`src/sv/yrgb_pkg.sv`:
```
package yrgb_pkg;

   // Width of every signed color sum, in units of 1/65536.
   localparam int SUM_W = 28;

   localparam logic [7:0] LUMA_OFFSET   = 8'd16;
   localparam logic [7:0] CHROMA_OFFSET = 8'd128;

   localparam logic [SUM_W-1:0] K_LUMA          = SUM_W'(76310);
   localparam logic [SUM_W-1:0] K_BLUE_FROM_CB  = SUM_W'(132278);
   localparam logic [SUM_W-1:0] K_GREEN_FROM_CB = SUM_W'(25690);
   localparam logic [SUM_W-1:0] K_GREEN_FROM_CR = SUM_W'(53294);
   localparam logic [SUM_W-1:0] K_RED_FROM_CR   = SUM_W'(104635);

   localparam logic signed [SUM_W-1:0] SAT_HIGH = SUM_W'(24'hffffff);
   localparam logic signed [SUM_W-1:0] SAT_LOW  = SUM_W'(16'hffff);
   localparam logic [7:0]              BYTE_MAX = 8'hff;

   typedef struct packed {
      logic [7:0] luma_top_left;
      logic [7:0] luma_top_right;
      logic [7:0] luma_bottom_left;
      logic [7:0] luma_bottom_right;
      logic [7:0] chroma_blue_diff;
      logic [7:0] chroma_red_diff;
   } req_payload_type;

   typedef struct packed {
      logic [7:0] red_top_left;
      logic [7:0] green_top_left;
      logic [7:0] blue_top_left;
      logic [7:0] red_top_right;
      logic [7:0] green_top_right;
      logic [7:0] blue_top_right;
      logic [7:0] red_bottom_left;
      logic [7:0] green_bottom_left;
      logic [7:0] blue_bottom_left;
      logic [7:0] red_bottom_right;
      logic [7:0] green_bottom_right;
      logic [7:0] blue_bottom_right;
   } rsp_payload_type;

   // Chroma contributions shared by the four pixels of a block.
   typedef struct packed {
      logic signed [SUM_W-1:0] red_add;
      logic signed [SUM_W-1:0] green_add;
      logic signed [SUM_W-1:0] blue_add;
   } chroma_terms_type;

   typedef struct packed {
      logic [7:0] red;
      logic [7:0] green;
      logic [7:0] blue;
   } rgb_type;

   // Sums above the top of the byte range clip to 255; anything below
   // one unit (including all negative sums) clips to zero.
   function automatic logic [7:0] sat_byte(input logic signed [SUM_W-1:0] s);
      logic [7:0] result;
      if (s > SAT_HIGH) begin
         result = BYTE_MAX;
      end else if (s <= SAT_LOW) begin
         result = 8'd0;
      end else begin
         result = s[23:16];
      end
      return result;
   endfunction

endpackage

```
`src/sv/yrgb_chroma.sv`:
```
module yrgb_chroma import yrgb_pkg::*; (
   input  logic [7:0]       chroma_blue_diff,
   input  logic [7:0]       chroma_red_diff,
   output chroma_terms_type terms
);

   logic signed [7:0]       cb;
   logic signed [7:0]       cr;
   logic signed [SUM_W-1:0] cb_ext;
   logic signed [SUM_W-1:0] cr_ext;

   // Removing the offset of 128 wraps into the signed byte range exactly.
   assign cb = signed'(chroma_blue_diff - CHROMA_OFFSET);
   assign cr = signed'(chroma_red_diff - CHROMA_OFFSET);
   assign cb_ext = SUM_W'(cb);
   assign cr_ext = SUM_W'(cr);

   assign terms.red_add   = signed'(K_RED_FROM_CR) * cr_ext;
   assign terms.blue_add  = signed'(K_BLUE_FROM_CB) * cb_ext;
   assign terms.green_add = -(signed'(K_GREEN_FROM_CB) * cb_ext)
                            - (signed'(K_GREEN_FROM_CR) * cr_ext);

endmodule

```
`config.mk`:
```
export PLATFORM = sky130hd
export DESIGN_NAME = yrgb_chroma
export DESIGN_NICKNAME = d
export VERILOG_FILES = /design/src/sv/yrgb_pkg.sv /design/src/sv/yrgb_chroma.sv
export SDC_FILE = /design/constraint.sdc
export NUM_CORES = 1
export LEC_CHECK = 0
export BUFFER_PORTS_ARGS = -buffer_cell sky130_fd_sc_hd__buf_2
export CORE_MARGIN = 3
export CORE_UTILIZATION = 60
export DETAILED_ROUTE_END_ITERATION = 6
export PLACE_DENSITY = 0.78
export SYNTH_ARGS = -nofsm -noshare
export SYNTH_HDL_FRONTEND = slang
export SYNTH_SLANG_ARGS = --single-unit
```
`constraint.sdc`:
```
create_clock -name vclk -period 5.95
set_input_delay 0 -clock vclk [all_inputs]
set_output_delay 0 -clock vclk [all_outputs]
set_load 0.005 [all_outputs]
```
==> impl_metrics.csv <==
group,metric,value,unit
finish,final_core_util,69.70,%
floorplan,pin_count,100,
worst_hold_path,hold_end,"terms[1]",
routing,drt_pass1_iterations,5,
finish,fill_cells,1293,
worst_setup_path,critPathBufInv,4,
routing,routed_via_density,5.616,
timing,relSlewSlack,60.12,%
floorplan,die_h,132.3,um
worst_setup_path,cp_top_family,"adder cells",
worst_setup_path,path_cells,"buf_2 -> inv_1 -> fa_2 -> fa_1 -> inv_1 -> fa_1 -> ha_1 -> ha_1 -> and2_2 -> a311o_1 -> a21oi_2 -> o21bai_1 -> a21oi_1 -> xor2_1 -> ha_1 -> ha_1 -> a211oi_2 -> nand2_1 -> or3_1 -> o211ai_1 -> nand2_1 -> o311ai_2 -> buf_2",
finish,nClkBuffers,0,
timing,clock.fmax,172.7,MHz
floorplan,die-area,0.01752,sq mm
finish,instances_no_fill,1480,
placement,place_hpwl,18.97,mm
finish,diodes,0,
finish,final_layout_size_suffix_gt1_share,14.18,%
finish,seq_cell_count,0,
worst_setup_path,crit_type,"input pin to output port",
worst_setup_path,critPathMaxFanout,4,
timing,worst_pin_slew,0.5831,ns
logic_synthesis,synthesis.area,0.009578,sq mm
placement,place_congestion,0.9378,
logic_synthesis,syn_area_per_cell,8.409,sq um
timing,setup_violations,0,
clock_tree,postCtsHoldBufs,0,
outcome,status,"completed",
worst_hold_path,min_from,"chroma_blue_diff[0]",
worst_setup_path,arrival,5.79,ns
finish,area_growth,12.27,%
placement,placed_cells,1476,
routing,drtAntennaViolNets,0,
worst_hold_path,hp-class,"input pin to output port",
floorplan,start_util,62.08,%
worst_hold_path,holdPathStages,2,
routing,vias,8312,
grt,antenna_found_initial,0,
finish,register_area,0,sq um
routing,drc,0,
worst_setup_path,cp-start-kind,"input pin",
worst_setup_path,crit_top_cell,"ha_1",
grt,gr-usage-all-layers,24.18,%
finish,fin_nets,1651,
grt,grt.overflow.total,0,
placement,numPortBuffers,98,
finish,final_area,0.01075,sq mm
logic_synthesis,synth_seq_area_share,0,%
routing,routed_wl,21.59,mm
grt,grt_pass1_wl,36.41,mm
timing,fin_crit_sh,97.29,%
timing,min_period,5.789,ns
routing,routedWlPerCell,14.59,um
floorplan,fp-row-count,45,
timing,hold_violations,0,
routing,drt_iter0_drc,486,
floorplan,core_region_area,0.01543,sq mm
worst_setup_path,crit_path_max_incr_delay,0.58,ns
grt,grt_pass1_vias,7896,
grt,grt_max_degree,13,
timing,rsz0062_at_grt,"true",
logic_synthesis,postSynthCellCount,1139,
worst_setup_path,slowest_stage,"fa_1",
logic_synthesis,yosysWarnings,0,
worst_setup_path,cp-end-kind,"output port",
floorplan,fp.dieW,132.3,um
worst_setup_path,crit_required,5.95,ns
run,cap_violations,0,
timing,maxSlewViolCount,0,
placement,placed_area,0.01054,sq mm
logic_synthesis,yosysUniqueCellTypes,62,
## layout make-up
type | instances | area (sq um) | area share [%]
inverter | 227 | 852.1 | 7.924
multi-input combinational | 904 | 8846 | 82.27
tap | 211 | 264.0 | 2.455
timing repair buffer | 138 | 790.8 | 7.354
## stage by stage
| step | setup TNS, ns | hold slack [ns] | setup slack, ns |
|---|---|---|---|
| after detailed placement | -0.07930 | 0.3717 | -0.07930 |
| after CTS | 0 | 0.3732 | 0.01980 |
| after floorplan | 0 | 0.08082 | 0.4330 |
| after global routing | -0.1387 | 0.3790 | -0.04374 |
| final | 0 | 0.3633 | 0.1612 |
| after global placement | -0.03083 | 0.3673 | -0.03083 |
## cells in the final DEF, fill, tap and decap left out, types with 15 or more instances in the layout
cell type,synthesis,final
ha_1,278,271
inv_1,227,227
buf_2,0,98
fa_1,86,83
a21oi_1,65,57
nor2_1,55,54
xnor2_1,52,52
a21o_1,48,48
buf_4,7,40
nand2_1,39,39
xor2_1,31,31
o21ai_0,30,29
o21a_1,22,21
nand3_1,18,18
o21ai_1,16,15
## how the worst max path moves through the flow
stage	start	end	slack, ns	depth (start not counted)
2_1_floorplan	chroma_red_diff[6]	terms[53]	0.43	24
3_3_place_gp	chroma_blue_diff[5]	terms[49]	-0.03	24
3_5_place_dp	chroma_blue_diff[5]	terms[49]	-0.08	24
4_1_cts	chroma_blue_diff[5]	terms[49]	0.02	24
5_1_grt	chroma_red_diff[6]	terms[53]	-0.04	26
6_report	chroma_blue_diff[5]	terms[48]	0.16	23
## logic make-up (layout without fill, tap and decap cells)
| group | count (synthesis) | count (layout) | share of synthesized area (%) |
|---|---|---|---|
| AOI/OAI and AO/OA | 267 | 267 | 18.80 |
| xor gates and xnor gates | 83 | 83 | 7.590 |
| adders and majority gates | 364 | 364 | 54.29 |
| buffers and inverters | 236 | 365 | 9.602 |
| muxes | 2 | 2 | 0.2221 |
| other | 1 | 2 | 0.03915 |
| and+or+nand+nor | 186 | 186 | 9.458 |
## cells in the mapped netlist, types with 4 or more instances
cell,count,area share (%)
ha_1,278,36
inv_1,227,8.9
fa_1,86,18
a21oi_1,65,3.4
nor2_1,55,2.2
xnor2_1,52,4.8
a21o_1,48,3.8
nand2_1,39,1.5
xor2_1,31,2.8
o21ai_0,30,1.6
o21a_1,22,1.7
nand3_1,18,0.94
a211oi_1,16,1.3
o21ai_1,16,0.84
nor3_1,15,0.78
nand2b_1,11,0.72
o21bai_1,11,0.86
a31oi_1,10,0.65
and3_1,10,0.65
nor2b_1,9,0.59
buf_4,7,0.55
and2_1,5,0.33
o211ai_1,5,0.39
or3_1,5,0.33
a41oi_1,4,0.37
nand4_1,4,0.26
o211a_1,4,0.42
## timing repair
item,CTS,global route
gates resized for setup,1,34
buffers inserted,0,4
endpoints found under the setup margin,2,11
pin swaps,0,16
## routing by layer
layer	vias to the layer above	global-route usage [%]	share of wire, %
li1	4170	-	-
met1	3927	37.32	50
met2	211	38.68	43
met3	4	2.443	6.1
met4	0	0.5774	0.10
met5	-	0	0
Power is left out: the tool's default activity adds up to more than one toggle a clock period on the data nets, which glitch-free logic cannot reach.
