`src/sv/yrgb_pkg.sv`:
```
package yrgb_pkg;

   // Width of every signed color sum, in units of 1/65536.
   localparam int SUM_W = 28;

   localparam logic [7:0] LUMA_OFFSET   = 8'd16;
   localparam logic [7:0] CHROMA_OFFSET = 8'd128;

   localparam logic [SUM_W-1:0] K_LUMA          = SUM_W'(76310);
   localparam logic [SUM_W-1:0] K_BLUE_FROM_CB  = SUM_W'(132278);
   localparam logic [SUM_W-1:0] K_GREEN_FROM_CB = SUM_W'(25690);
   localparam logic [SUM_W-1:0] K_GREEN_FROM_CR = SUM_W'(53294);
   localparam logic [SUM_W-1:0] K_RED_FROM_CR   = SUM_W'(104635);

   localparam logic signed [SUM_W-1:0] SAT_HIGH = SUM_W'(24'hffffff);
   localparam logic signed [SUM_W-1:0] SAT_LOW  = SUM_W'(16'hffff);
   localparam logic [7:0]              BYTE_MAX = 8'hff;

   typedef struct packed {
      logic [7:0] luma_top_left;
      logic [7:0] luma_top_right;
      logic [7:0] luma_bottom_left;
      logic [7:0] luma_bottom_right;
      logic [7:0] chroma_blue_diff;
      logic [7:0] chroma_red_diff;
   } req_payload_type;

   typedef struct packed {
      logic [7:0] red_top_left;
      logic [7:0] green_top_left;
      logic [7:0] blue_top_left;
      logic [7:0] red_top_right;
      logic [7:0] green_top_right;
      logic [7:0] blue_top_right;
      logic [7:0] red_bottom_left;
      logic [7:0] green_bottom_left;
      logic [7:0] blue_bottom_left;
      logic [7:0] red_bottom_right;
      logic [7:0] green_bottom_right;
      logic [7:0] blue_bottom_right;
   } rsp_payload_type;

   // Chroma contributions shared by the four pixels of a block.
   typedef struct packed {
      logic signed [SUM_W-1:0] red_add;
      logic signed [SUM_W-1:0] green_add;
      logic signed [SUM_W-1:0] blue_add;
   } chroma_terms_type;

   typedef struct packed {
      logic [7:0] red;
      logic [7:0] green;
      logic [7:0] blue;
   } rgb_type;

   // Sums above the top of the byte range clip to 255; anything below
   // one unit (including all negative sums) clips to zero.
   function automatic logic [7:0] sat_byte(input logic signed [SUM_W-1:0] s);
      logic [7:0] result;
      if (s > SAT_HIGH) begin
         result = BYTE_MAX;
      end else if (s <= SAT_LOW) begin
         result = 8'd0;
      end else begin
         result = s[23:16];
      end
      return result;
   endfunction

endpackage

```
`src/sv/yrgb_pixel.sv`:
```
module yrgb_pixel import yrgb_pkg::*; (
   input  logic [7:0]       luma,
   input  chroma_terms_type terms,
   output rgb_type          rgb
);

   logic [7:0]              luma_off;
   logic [SUM_W-1:0]        luma_term;
   logic signed [SUM_W-1:0] red_sum;
   logic signed [SUM_W-1:0] green_sum;
   logic signed [SUM_W-1:0] blue_sum;

   // Luma below black contributes nothing.
   assign luma_off  = (luma < LUMA_OFFSET) ? 8'd0 : luma - LUMA_OFFSET;
   assign luma_term = K_LUMA * SUM_W'(luma_off);

   assign red_sum   = signed'(luma_term) + terms.red_add;
   assign green_sum = signed'(luma_term) + terms.green_add;
   assign blue_sum  = signed'(luma_term) + terms.blue_add;

   assign rgb.red   = sat_byte(red_sum);
   assign rgb.green = sat_byte(green_sum);
   assign rgb.blue  = sat_byte(blue_sum);

endmodule

```
`config.mk`:
```
export PLATFORM = sky130hd
export DESIGN_NAME = yrgb_pixel
export DESIGN_NICKNAME = d
export VERILOG_FILES = /design/src/sv/yrgb_pkg.sv /design/src/sv/yrgb_pixel.sv
export SDC_FILE = /design/constraint.sdc
export NUM_CORES = 1
export LEC_CHECK = 0
export ABC_AREA = 1
export BUFFER_PORTS_ARGS = -buffer_cell sky130_fd_sc_hd__buf_2
export CAP_MARGIN = 25
export CORE_ASPECT_RATIO = 1.75
export CORE_MARGIN = 5
export CORE_UTILIZATION = 50
export DETAILED_ROUTE_END_ITERATION = 12
export GPL_TIMING_DRIVEN = 0
export PLACE_DENSITY_LB_ADDON = 0.12
export SYNTH_ARGS = -nofsm -noshare
export SYNTH_HDL_FRONTEND = slang
export SYNTH_SLANG_ARGS = --single-unit
```
`constraint.sdc`:
```
create_clock -name vclk -period 23
set_clock_uncertainty 0.2 [all_clocks]
set_input_delay 3.45 -clock vclk [all_inputs]
set_output_delay 3.45 -clock vclk [all_outputs]
set_load 0.01 [all_outputs]
```
==> results of run 1 <==
## power breakdown
part	total [uW]	internal, uW	switching (uW)	leakage [uW]
logic	1270	428	838	0.00517
clock network	0	0	0	0
registers	0	0	0	0
total	1270	428	838	0.00517
## path summary, 6_finish.rpt
check / depth (start not counted) / slack, ps / endpoint / from
max: 35 / 9260 / rgb[23] / luma[4]
min: 5 / 7190 / rgb[10] / terms[55]
## synthesized netlist by cell type
master                     instances  area share
sky130_fd_sc_hd__nand2_4           2      0.0031
sky130_fd_sc_hd__nand3b_1         18       0.019
sky130_fd_sc_hd__and3_1            1     0.00086
sky130_fd_sc_hd__o22ai_1           1     0.00086
sky130_fd_sc_hd__o21bai_1          1      0.0010
sky130_fd_sc_hd__xnor2_1           7      0.0084
sky130_fd_sc_hd__inv_1           280        0.14
sky130_fd_sc_hd__nor2_2            2      0.0017
sky130_fd_sc_hd__ha_1            142        0.24
sky130_fd_sc_hd__nand2_1         544        0.28
sky130_fd_sc_hd__nor4_1            2      0.0017
sky130_fd_sc_hd__or2_2             1     0.00086
sky130_fd_sc_hd__nor3_1           13      0.0089
sky130_fd_sc_hd__o21ai_0          25       0.017
sky130_fd_sc_hd__nand4_1          18       0.015
sky130_fd_sc_hd__a31oi_1           5      0.0043
sky130_fd_sc_hd__nand3_1          72       0.049
sky130_fd_sc_hd__xor2_1           10       0.012
sky130_fd_sc_hd__nor3_2            5      0.0069
sky130_fd_sc_hd__o21ai_1           3      0.0021
sky130_fd_sc_hd__o21a_1            2      0.0021
sky130_fd_sc_hd__fa_1             17       0.047
sky130_fd_sc_hd__a21oi_1          71       0.049
sky130_fd_sc_hd__or2_1             1     0.00086
sky130_fd_sc_hd__a21boi_0          1      0.0010
sky130_fd_sc_hd__nor2_1          119       0.061
sky130_fd_sc_hd__xor2_4            2      0.0075
sky130_fd_sc_hd__nand2_2           7      0.0060
sky130_fd_sc_hd__o221a_2           1      0.0015
sky130_fd_sc_hd__nand3_2           1      0.0014
sky130_fd_sc_hd__a211oi_1          1      0.0010
sky130_fd_sc_hd__or2_0             1     0.00086
## critical path: cells and delay by family
kind	cells	cell delay [ps]
AO/OA/AOI/OAI	5	1320
adder cells (fa/ha/maj)	7	2280
buffers and inverters	8	640
XOR/XNOR	2	1000
AND/OR/NAND/NOR	13	1350
## metrics by stage
stage          total power, uW  hold slack, ps  worst slack, ps  instances
2_1_floorplan              936            6930            10770       1376
3_3_place_gp              1240            7190             9200       1669
3_5_place_dp              1250            7200             9340       1670
4_1_cts                   1260            7200             9290       1670
5_1_grt                   1440            7220             8700       1670
6_report                  1270            7190             9260       1670
## area by class of cell
cell class,instances,area share
multi-input cells,1096,0.771
repair buffers,114,0.0708
inverters,280,0.130
well taps,180,0.0278
## logic make-up (layout without fill, tap and decap cells)
| kind of cell | Yosys count | count (layout) | share of synthesized area |
|---|---|---|---|
| adders and majority gates | 159 | 159 | 0.290 |
| and+or+nand+nor | 807 | 807 | 0.458 |
| AOI/OAI and AO/OA | 111 | 111 | 0.0798 |
| xor gates and xnor gates | 19 | 19 | 0.0280 |
| buffers and inverters | 280 | 394 | 0.144 |
## routing by layer
metal,share of wire,global-route usage,vias to the layer above
met5,0,0,-
met4,0.056,0.116,0
met3,0.043,0.0115,56
met2,0.51,0.487,193
met1,0.39,0.282,3676
li1,-,-,4512
==> impl_summary.txt, run 1 <==
----------------------------------------------------
[Logic synthesis]
  Area of the mapped netlist ... 7290 um2
  Synth Net Count ... around 1600
  Number of distinct standard cells referenced by the synthesized netlist ... 32
  Sequential element share of the synthesized area ... 0
  Number of instances in the synthesized netlist ... approximately 1400
  Number of synthesis warnings ... 0
  Post-synthesis area per instance ... approximately 5.3 um2

[Timing]
  Slew Viols, Final ... 0
  Min Clock Period, post-route ... roughly 14000 ps
  Sum of negative setup slack ... 0 ps
  Final hold viol count ... 0
  Max-slew headroom at the worst pin ... 0.409
  Unrepaired setup endpoints after global routing ... false
  Final setup violation count ... 0
  Slew at the pin closest to its max-slew limit ... approximately 880 ps
  FMAX ... just over 0.07 GHz
  Share of the clock period used by the worst path ... 0.597

[Clock network]
  Hold Buf Count CTS ... 0
  Count of buffers added by post-CTS timing repair for setup ... 0
  Total of cells resized after clock tree synthesis ... 0

[Finish]
  Number of nets in the final layout ... approximately 1700
  Footprint of the multi-input gates ... 6240 um2
  Share of layout cells above drive strength 1 ... 0.0906
  Combined flip-flop and latch cell area ... 0 um2
  Antenna diode count ... 0
  Layout filler cell count ... 1594
  Total of clock buffers placed in the layout ... 0
  Final core utilization ... 0.563
  Most frequent standard cell in the layout excluding fill and tap cells ... sky130_fd_sc_hd__nand2_1
  Syn-to-layout area delta ... 10.9%
  Post-layout instance area ... about 8100 um2
  Final sequential cell count ... 0
  Commonest non-fill, non-tap cells in the layout ... 544 x sky130_fd_sc_hd__nand2_1, 280 x sky130_fd_sc_hd__inv_1, 142 x sky130_fd_sc_hd__ha_1

[Placed design]
  Cell area after placement ... roughly 8100 um2
  Buffers on Ports ... between 100 and 150
  Final weighted congestion of routability-driven global placement ... roughly 0.95
  Post-DP HPWL ... 20000 um

[Detailed routing]
  Post-detailed-route wirelength per cell ... between 10 and 15 um
  Total length of routed wires ... 22300 um
  Via density per instance ... approximately 5.1
  Number of remaining DRC errors ... 0
  Routed via count ... roughly 8400
  Antenna viol nets, final ... 0
  First-pass iteration count of the detailed router ... 5
  Initial DRC Count ... about 290

[Global route]
  Number of antenna violations at the first check in global routing ... 0
  Pin count of the biggest net entering global routing ... 10
  Via count of the first global-routing pass ... 8042
  Total gr overflow ... 0
  Aggregate global-route resource usage ... 0.255
  Global-route wire length before repair ... between 30000 and 40000 um

[Die]
  Chip Height ... between 150 and 200 um
  Boundary pin count ... between 100 and 150
  Width of the chip ... just over 100 um
  Effective utilization at floorplan ... 0.507
  Number of cell rows ... between 50 and 60
  Area of the core ... between 10000 and 15000 um2
  Full die area ... roughly 17000 um2

[Hold path]
  Worst hold path class ... in2out

[Critical path]
  Cell with the largest stage delay on the worst path ... sky130_fd_sc_hd__xor2_1
  Endpoint class of the critical path ... primary output
  Highest cell delay on the worst timing path ... approximately 730 ps
  Most used cell, CP ... sky130_fd_sc_hd__nand2_1
  Required time reported for the critical path endpoint ... between 15000 and 20000 ps
  Arrival time at the worst endpoint ... 10090 ps
  Critical path class ... in2out
  Critical Path Fanout Max ... 9
  Kind of launch point of the worst setup path ... input pin

[Pwr]
  Worst IR Drop VDD ... approximately 0.09 mV
  Static power due to leakage ... a little over 0.005 uW
  Total power divided by cell area ... ~160 nW/um2

[Status]
  Outcome ... completed

[Flow run]
  Max-cap violations ... 0

----------------------------------------------------
Note: power is estimated with default switching activity, not from simulation.
==> run 2, diff against run 1 <==
--- a/config.mk
+++ b/config.mk
@@ -5,7 +5,7 @@
 export SDC_FILE = /design/constraint.sdc
 export NUM_CORES = 1
 export LEC_CHECK = 0
-export ABC_AREA = 1
+export ABC_AREA = 0
 export BUFFER_PORTS_ARGS = -buffer_cell sky130_fd_sc_hd__buf_2
 export CAP_MARGIN = 25
 export CORE_ASPECT_RATIO = 1.75
==> constraint.sdc (replaced) <==
create_clock -name vclk -period 13.8
set_clock_uncertainty 0.2 [all_clocks]
set_input_delay 2.07 -clock vclk [all_inputs]
set_output_delay 2.07 -clock vclk [all_outputs]
set_load 0.01 [all_outputs]
==> run 2 against run 1 <==
Compared with the run above:
- hold slack worse by 2800 ps
- sequential share of layout area stayed put
- via count fell by 43%
- total power decreased by 1.7%
- largest power group unchanged
- die area down 32%
==> impl_summary.txt, run 2 <==
----------------------------------------------------
[Logic synthesis]
  Synth area leaders ... sky130_fd_sc_hd__ha_1 37%, sky130_fd_sc_hd__fa_1 7.1%, sky130_fd_sc_hd__a21oi_1 5.2%
  Main combinational cell family by area after synthesis ... adder cells
  Synthesized-area fraction occupied by and/or/nand/nor cells ... 0.157
  Number of distinct standard cells referenced by the synthesized netlist ... 60
  Area of the mapped netlist ... 4800 um2
  Most frequently used cell type in the post-synthesis netlist ... sky130_fd_sc_hd__ha_1
  Sequential element share of the synthesized area ... 0
  Number of synthesis warnings ... 0
  Synth Net Count ... approximately 840
  Compound-cell area share of the yosys netlist ... 0.291
  Leading post-synthesis cells by instance count ... 142 x sky130_fd_sc_hd__ha_1, 50 x sky130_fd_sc_hd__a21oi_1, 35 x sky130_fd_sc_hd__nor2_1, 32 x sky130_fd_sc_hd__nand2_1
  Biggest area consumer among synthesized cells ... sky130_fd_sc_hd__ha_1
  Post-synthesis area per instance ... between 8 and 9 um2
  Adder and majority cell fraction of the synthesized area ... 0.441
  Share of the synthesized area in the top cell type ... 0.370
  Number of instances in the synthesized netlist ... 586
  Parity-gate share of the synthesized area counting xor and xnor cells ... 0.0831
  Fraction of synthesized area in multiplexers ... 0.00677

[Timing]
  Sum of negative setup slack ... 0 ps
  Share of the clock period used by the worst path ... 0.846
  Slew Viols, Final ... 0
  Max-slew headroom at the worst pin ... 0.472
  WHS ... ~4400 ps
  Unrepaired setup endpoints after global routing ... false
  Min Clock Period, post-route ... ~12000 ps
  Post-route worst setup slack ... about 2100 ps
  Slew at the pin closest to its max-slew limit ... between 700 and 800 ps
  FMAX ... about 0.086 GHz
  Final hold viol count ... 0
  Final setup violation count ... 0

[Die]
  Number of cell rows ... 47
  Full die area ... between 10000 and 15000 um2
  Boundary pin count ... about 120
  Chip Height ... ~140 um
  Area of the core ... 9410 um2
  Width of the chip ... 84.1 um
  Effective utilization at floorplan ... 0.511

[Finish]
  Share of layout cells above drive strength 1 ... 0.190
  Fin cells ... between 800 and 900
  Antenna diode count ... 0
  Number of nets in the final layout ... around 950
  Total of clock buffers placed in the layout ... 0
  Commonest non-fill, non-tap cells in the layout ... 142 x sky130_fd_sc_hd__ha_1, 113 x sky130_fd_sc_hd__buf_2, 50 x sky130_fd_sc_hd__a21oi_1
  Layout filler cell count ... 940
  Syn-to-layout area delta ... 14.9%
  Most frequent standard cell in the layout excluding fill and tap cells ... sky130_fd_sc_hd__ha_1
  Combined flip-flop and latch cell area ... 0 um2
  Final sequential cell count ... 0

[Critical path]
  Most used cell, CP ... sky130_fd_sc_hd__ha_1
  Critical Path Fanout Max ... 8
  Required time reported for the critical path endpoint ... 11530 ps
  Kind of launch point of the worst setup path ... input pin
  Critical path class ... in2out
  Start point of the critical path ... luma[4]
  Highest cell delay on the worst timing path ... roughly 500 ps
  Arrival time at the worst endpoint ... approximately 9400 ps
  Endpoint class of the critical path ... primary output
  Cell with the largest stage delay on the worst path ... sky130_fd_sc_hd__fa_1

[Global route]
  Global-route wire length before repair ... 21100 um
  Pin count of the biggest net entering global routing ... 9
  Number of antenna violations at the first check in global routing ... 0
  Aggregate global-route resource usage ... 0.209
  Total gr overflow ... 0
  Via count of the first global-routing pass ... approximately 5000

[Clock network]
  Total of cells resized after clock tree synthesis ... 0
  Count of buffers added by post-CTS timing repair for setup ... 0
  Hold Buf Count CTS ... 0

[Pwr]
  Part of the total power dissipated in sequential elements ... 0
  Logic pwr share ... 1.000
  Overall power consumption ... roughly 1200 uW
  Switching fraction of total power ... 0.563
  Power Internal ... 544 uW
  Net Sw Power ... 700 uW
  Portion of total power attributed to the clock network ... 0
  Total power divided by cell area ... 225 nW/um2
  Static power due to leakage ... 0.00288 uW
  Worst IR Drop VDD ... 0.105 mV

[Detailed routing]
  Initial DRC Count ... approximately 140
  Total length of routed wires ... 12800 um
  Via density per instance ... 5.84
  Routed via count ... between 4000 and 5000
  Post-detailed-route wirelength per cell ... between 15 and 20 um
  First-pass iteration count of the detailed router ... 4
  Number of remaining DRC errors ... 0
  Antenna viol nets, final ... 0

[Status]
  Outcome ... completed

[Hold path]
  Worst hold path class ... in2out
  Hold Path Origin ... terms[27]

[Flow run]
  Max-cap violations ... 0

[Placed design]
  Post-DP HPWL ... 11600 um
  Placed cells ... 821
  Final weighted congestion of routability-driven global placement ... approximately 0.92
  Place WS ... approximately 2200 ps
  Buffers on Ports ... 113

----------------------------------------------------
-- run 2: changes by cell type after synthesis, moves of 16 or more --
| cell | previous run | this run |
|---|---|---|
| sky130_fd_sc_hd__nand2_1 | 544 | 32 |
| sky130_fd_sc_hd__a21o_1 | 0 | 28 |
| sky130_fd_sc_hd__nand3b_1 | 18 | 2 |
| sky130_fd_sc_hd__inv_1 | 280 | 28 |
| sky130_fd_sc_hd__nand3_1 | 72 | 13 |
| sky130_fd_sc_hd__xnor2_1 | 7 | 25 |
| sky130_fd_sc_hd__nor2_1 | 119 | 35 |
| sky130_fd_sc_hd__o21a_1 | 2 | 28 |
| sky130_fd_sc_hd__a21oi_1 | 71 | 50 |
-- run 2: logic make-up (layout without fill, tap and decap cells) --
logic type                 Yosys count  after routing
AOI/OAI and AO/OA                  203            203
xor gates and xnor gates            43             43
and+or+nand+nor                    151            151
muxes                                2              2
adders and majority gates          159            159
buffers and inverters               28            141
-- run 2: layout make-up --
class              count  area, um2  share of cell area
inverters             28        105              0.0190
multi-input cells    558       4700               0.851
well taps            122        153              0.0276
repair buffers       113        566               0.102
-- run 2: power groups by stage --
stage	registers, uW	logic, uW	clock network (uW)
floorplan	0	970	0
global placement	0	1200	0
detailed placement	0	1240	0
CTS	0	1250	0
global route	0	1400	0
finish	0	1240	0
-- run 2: final timing paths --
| path | end | slack [ps] | depth (start not counted) |
|---|---|---|---|
| max | rgb[17] | 2120 | 32 |
| min | rgb[6] | 4430 | 4 |
-- run 2: routing by layer --
layer	up-vias	wire, um	global-route usage	share of wire
met1	2192	4940	0.218	0.39
met3	32	514	0.0177	0.040
li1	2455	-	-	-
met2	119	6840	0.426	0.54
met4	0	457	0.0602	0.036
met5	-	0	0	0
-- run 2: critical path: cells and delay by family --
kind / cells / cell delay [ps]
compound gates: 14 / 2970
simple gates: 5 / 800
fa+ha+maj: 7 / 2430
xor+xnor: 1 / 370
buf+inv: 4 / 490
mux: 1 / 270
-- run 2: per-stage QoR --
step,utilization,cell area [um2]
global placement,0.587,5520
global route,0.587,5520
finish,0.587,5520
detailed placement,0.587,5520
CTS,0.587,5520
floorplan,-,4800
==> run 3, diff against run 2 <==
==> constraint.sdc (replaced) <==
create_clock -name vclk -period 10.47
set_clock_uncertainty 0.2 [all_clocks]
set_input_delay 1.5705 -clock vclk [all_inputs]
set_output_delay 1.5705 -clock vclk [all_outputs]
set_load 0.01 [all_outputs]
==> run 3 against run 2 <==
Compared with the run above:
- sequential share of layout area is the same
- die area unchanged
- final area increased by 2.3%
- first-iteration DRC count fell by 11%
- hold slack worse by 1000 ps
- non-clock buffer count increased by 3
- combinational power grew 35%
- routed wire length rose by 0.89%
- setup slack lost 1600 ps
- final cell count is 0.37% higher
- highest routed layer unchanged
==> impl_summary.txt, run 3 (synthesis results as in run 2) <==
----------------------------------------------------
[Timing]
  Final setup violation count ... 0
  Sum of negative setup slack ... 0 ps
  Min Clock Period, post-route ... ~10000 ps
  FMAX ... between 0.1 and 0.15 GHz
  Slew at the pin closest to its max-slew limit ... between 500 and 600 ps
  Share of the clock period used by the worst path ... 0.954
  Max-slew headroom at the worst pin ... 0.620
  WHS ... approximately 3400 ps
  Unrepaired setup endpoints after global routing ... false
  Slew Viols, Final ... 0
  Final hold viol count ... 0

[Pwr]
  Switching fraction of total power ... 0.559
  Portion of total power attributed to the clock network ... 0
  Power Internal ... between 700 and 800 uW
  Net Sw Power ... approximately 940 uW
  Total power divided by cell area ... approximately 300 nW/um2
  Static power due to leakage ... approximately 0.0029 uW
  Worst IR Drop VDD ... approximately 0.14 mV
  Logic pwr share ... 1.000
  Part of the total power dissipated in sequential elements ... 0
  Overall power consumption ... between 1500 and 2000 uW

[Die]
  Number of cell rows ... between 40 and 50
  Width of the chip ... ~84 um
  Effective utilization at floorplan ... 0.511
  Full die area ... roughly 12000 um2
  Boundary pin count ... around 120
  Chip Height ... ~140 um
  Area of the core ... 9410 um2

[Critical path]
  Most used cell, CP ... sky130_fd_sc_hd__ha_1
  Endpoint class of the critical path ... primary output
  Critical Path Fanout Max ... 8
  Highest cell delay on the worst timing path ... ~500 ps
  Cell with the largest stage delay on the worst path ... sky130_fd_sc_hd__fa_1
  Arrival time at the worst endpoint ... 8220 ps
  Kind of launch point of the worst setup path ... input pin
  Critical path class ... in2out
  Required time reported for the critical path endpoint ... 8700 ps

[Finish]
  Final sequential cell count ... 0
  Post-layout instance area ... 5650 um2
  Combined flip-flop and latch cell area ... 0 um2
  Syn-to-layout area delta ... 17.6%
  Share of layout cells above drive strength 1 ... 0.215
  Final core utilization ... 0.601
  Total of clock buffers placed in the layout ... 0
  Most frequent standard cell in the layout excluding fill and tap cells ... sky130_fd_sc_hd__ha_1
  Commonest non-fill, non-tap cells in the layout ... 140 x sky130_fd_sc_hd__ha_1, 113 x sky130_fd_sc_hd__buf_2, 49 x sky130_fd_sc_hd__a21oi_1
  Number of nets in the final layout ... around 960
  Antenna diode count ... 0

[Global route]
  Met1 track demand over resource ... 0.218
  Aggregate global-route resource usage ... 0.209
  Global-route wire length before repair ... ~21000 um
  Number of antenna violations at the first check in global routing ... 0
  Pin count of the biggest net entering global routing ... 9
  Met3 track utilization from global routing ... 0.0177
  Global-route track usage on met2 ... 0.426
  GR peak layer ... met2
  Via count of the first global-routing pass ... 4957
  Total gr overflow ... 0

[Placed design]
  Cell area after placement ... ~5500 um2
  Buffers on Ports ... around 110
  Post-DP HPWL ... roughly 12000 um
  Final weighted congestion of routability-driven global placement ... about 0.9

[Detailed routing]
  First-pass iteration count of the detailed router ... 4
  Number of remaining DRC errors ... 0
  Total length of routed wires ... 12900 um
  Via density per instance ... 5.86
  Antenna viol nets, final ... 0
  Post-detailed-route wirelength per cell ... 15.6 um
  Routed via count ... 4825
  Initial DRC Count ... 125

[Hold path]
  Hold Path Origin ... terms[27]
  Hold Path Stages ... 4
  Worst hold path class ... in2out
  Hold endpoint ... rgb[6]

[Clock network]
  Hold Buf Count CTS ... 0

[Status]
  Outcome ... completed

[Flow run]
  Max-cap violations ... 0

----------------------------------------------------
-- run 3: cell count changes in the layout (fill, tap and decap cells not counted), moves of 2 or more --
cell	previous run	this run
sky130_fd_sc_hd__a41oi_1	5	2
sky130_fd_sc_hd__a41oi_2	0	3
sky130_fd_sc_hd__ha_1	142	140
sky130_fd_sc_hd__nand2_1	32	30
sky130_fd_sc_hd__nand2_2	0	2
sky130_fd_sc_hd__buf_4	0	3
-- run 3: worst max path at each step --
stage	start	endpoint	slack (ps)	depth (start not counted)
after floorplan	luma[4]	rgb[0]	1090	30
after global placement	luma[4]	rgb[17]	50	32
after detailed placement	luma[4]	rgb[17]	-160	32
after CTS	luma[4]	rgb[17]	2	32
after global routing	luma[4]	rgb[17]	10	32
final	luma[6]	rgb[17]	480	30
-- run 3: repair_timing --
action                     in CTS  in global routing
resized for setup               2                 16
pin swaps                       0                  3
setup buffers                   0                  3
setup endpoints to repair      16                 24
-- run 3: worst max-delay path, delay by kind of cell --
kind | cells | cell delay, ps
multiplexers | 1 | 260
adder cells (fa/ha/maj) | 6 | 2060
XOR/XNOR | 1 | 180
AO/OA/AOI/OAI | 14 | 2760
AND/OR/NAND/NOR | 4 | 960
buffers and inverters | 4 | 390
-- run 3: layer usage --
layer | routed length [um] | share of wire
met1 | 4900 | 0.38
met2 | 7000 | 0.54
met3 | 555 | 0.043
met4 | 409 | 0.032
met5 | 0 | 0
-- run 3: per-stage QoR --
| stage | std cells | setup slack (ps) |
|---|---|---|
| 5_1_grt | 824 | 12.1 |
| 3_3_place_gp | 821 | 45.5 |
| 3_5_place_dp | 821 | -158 |
| 6_report | 824 | 484 |
| 2_1_floorplan | 586 | 1090 |
| 4_1_cts | 821 | 1.72 |
-- run 3: power by group through the flow --
stage	Clock [uW]	Sequential [uW]	Combinational, uW
global route	0	0	1880
floorplan	0	0	1280
finish	0	0	1680
CTS	0	0	1650
global placement	0	0	1590
detailed placement	0	0	1630
-- run 3: final cells by class --
class              count  area, um2
repair buffers       116        588
inverters             28        105
fillers              924       3760
multi-input cells    558       4800
well taps            122        153
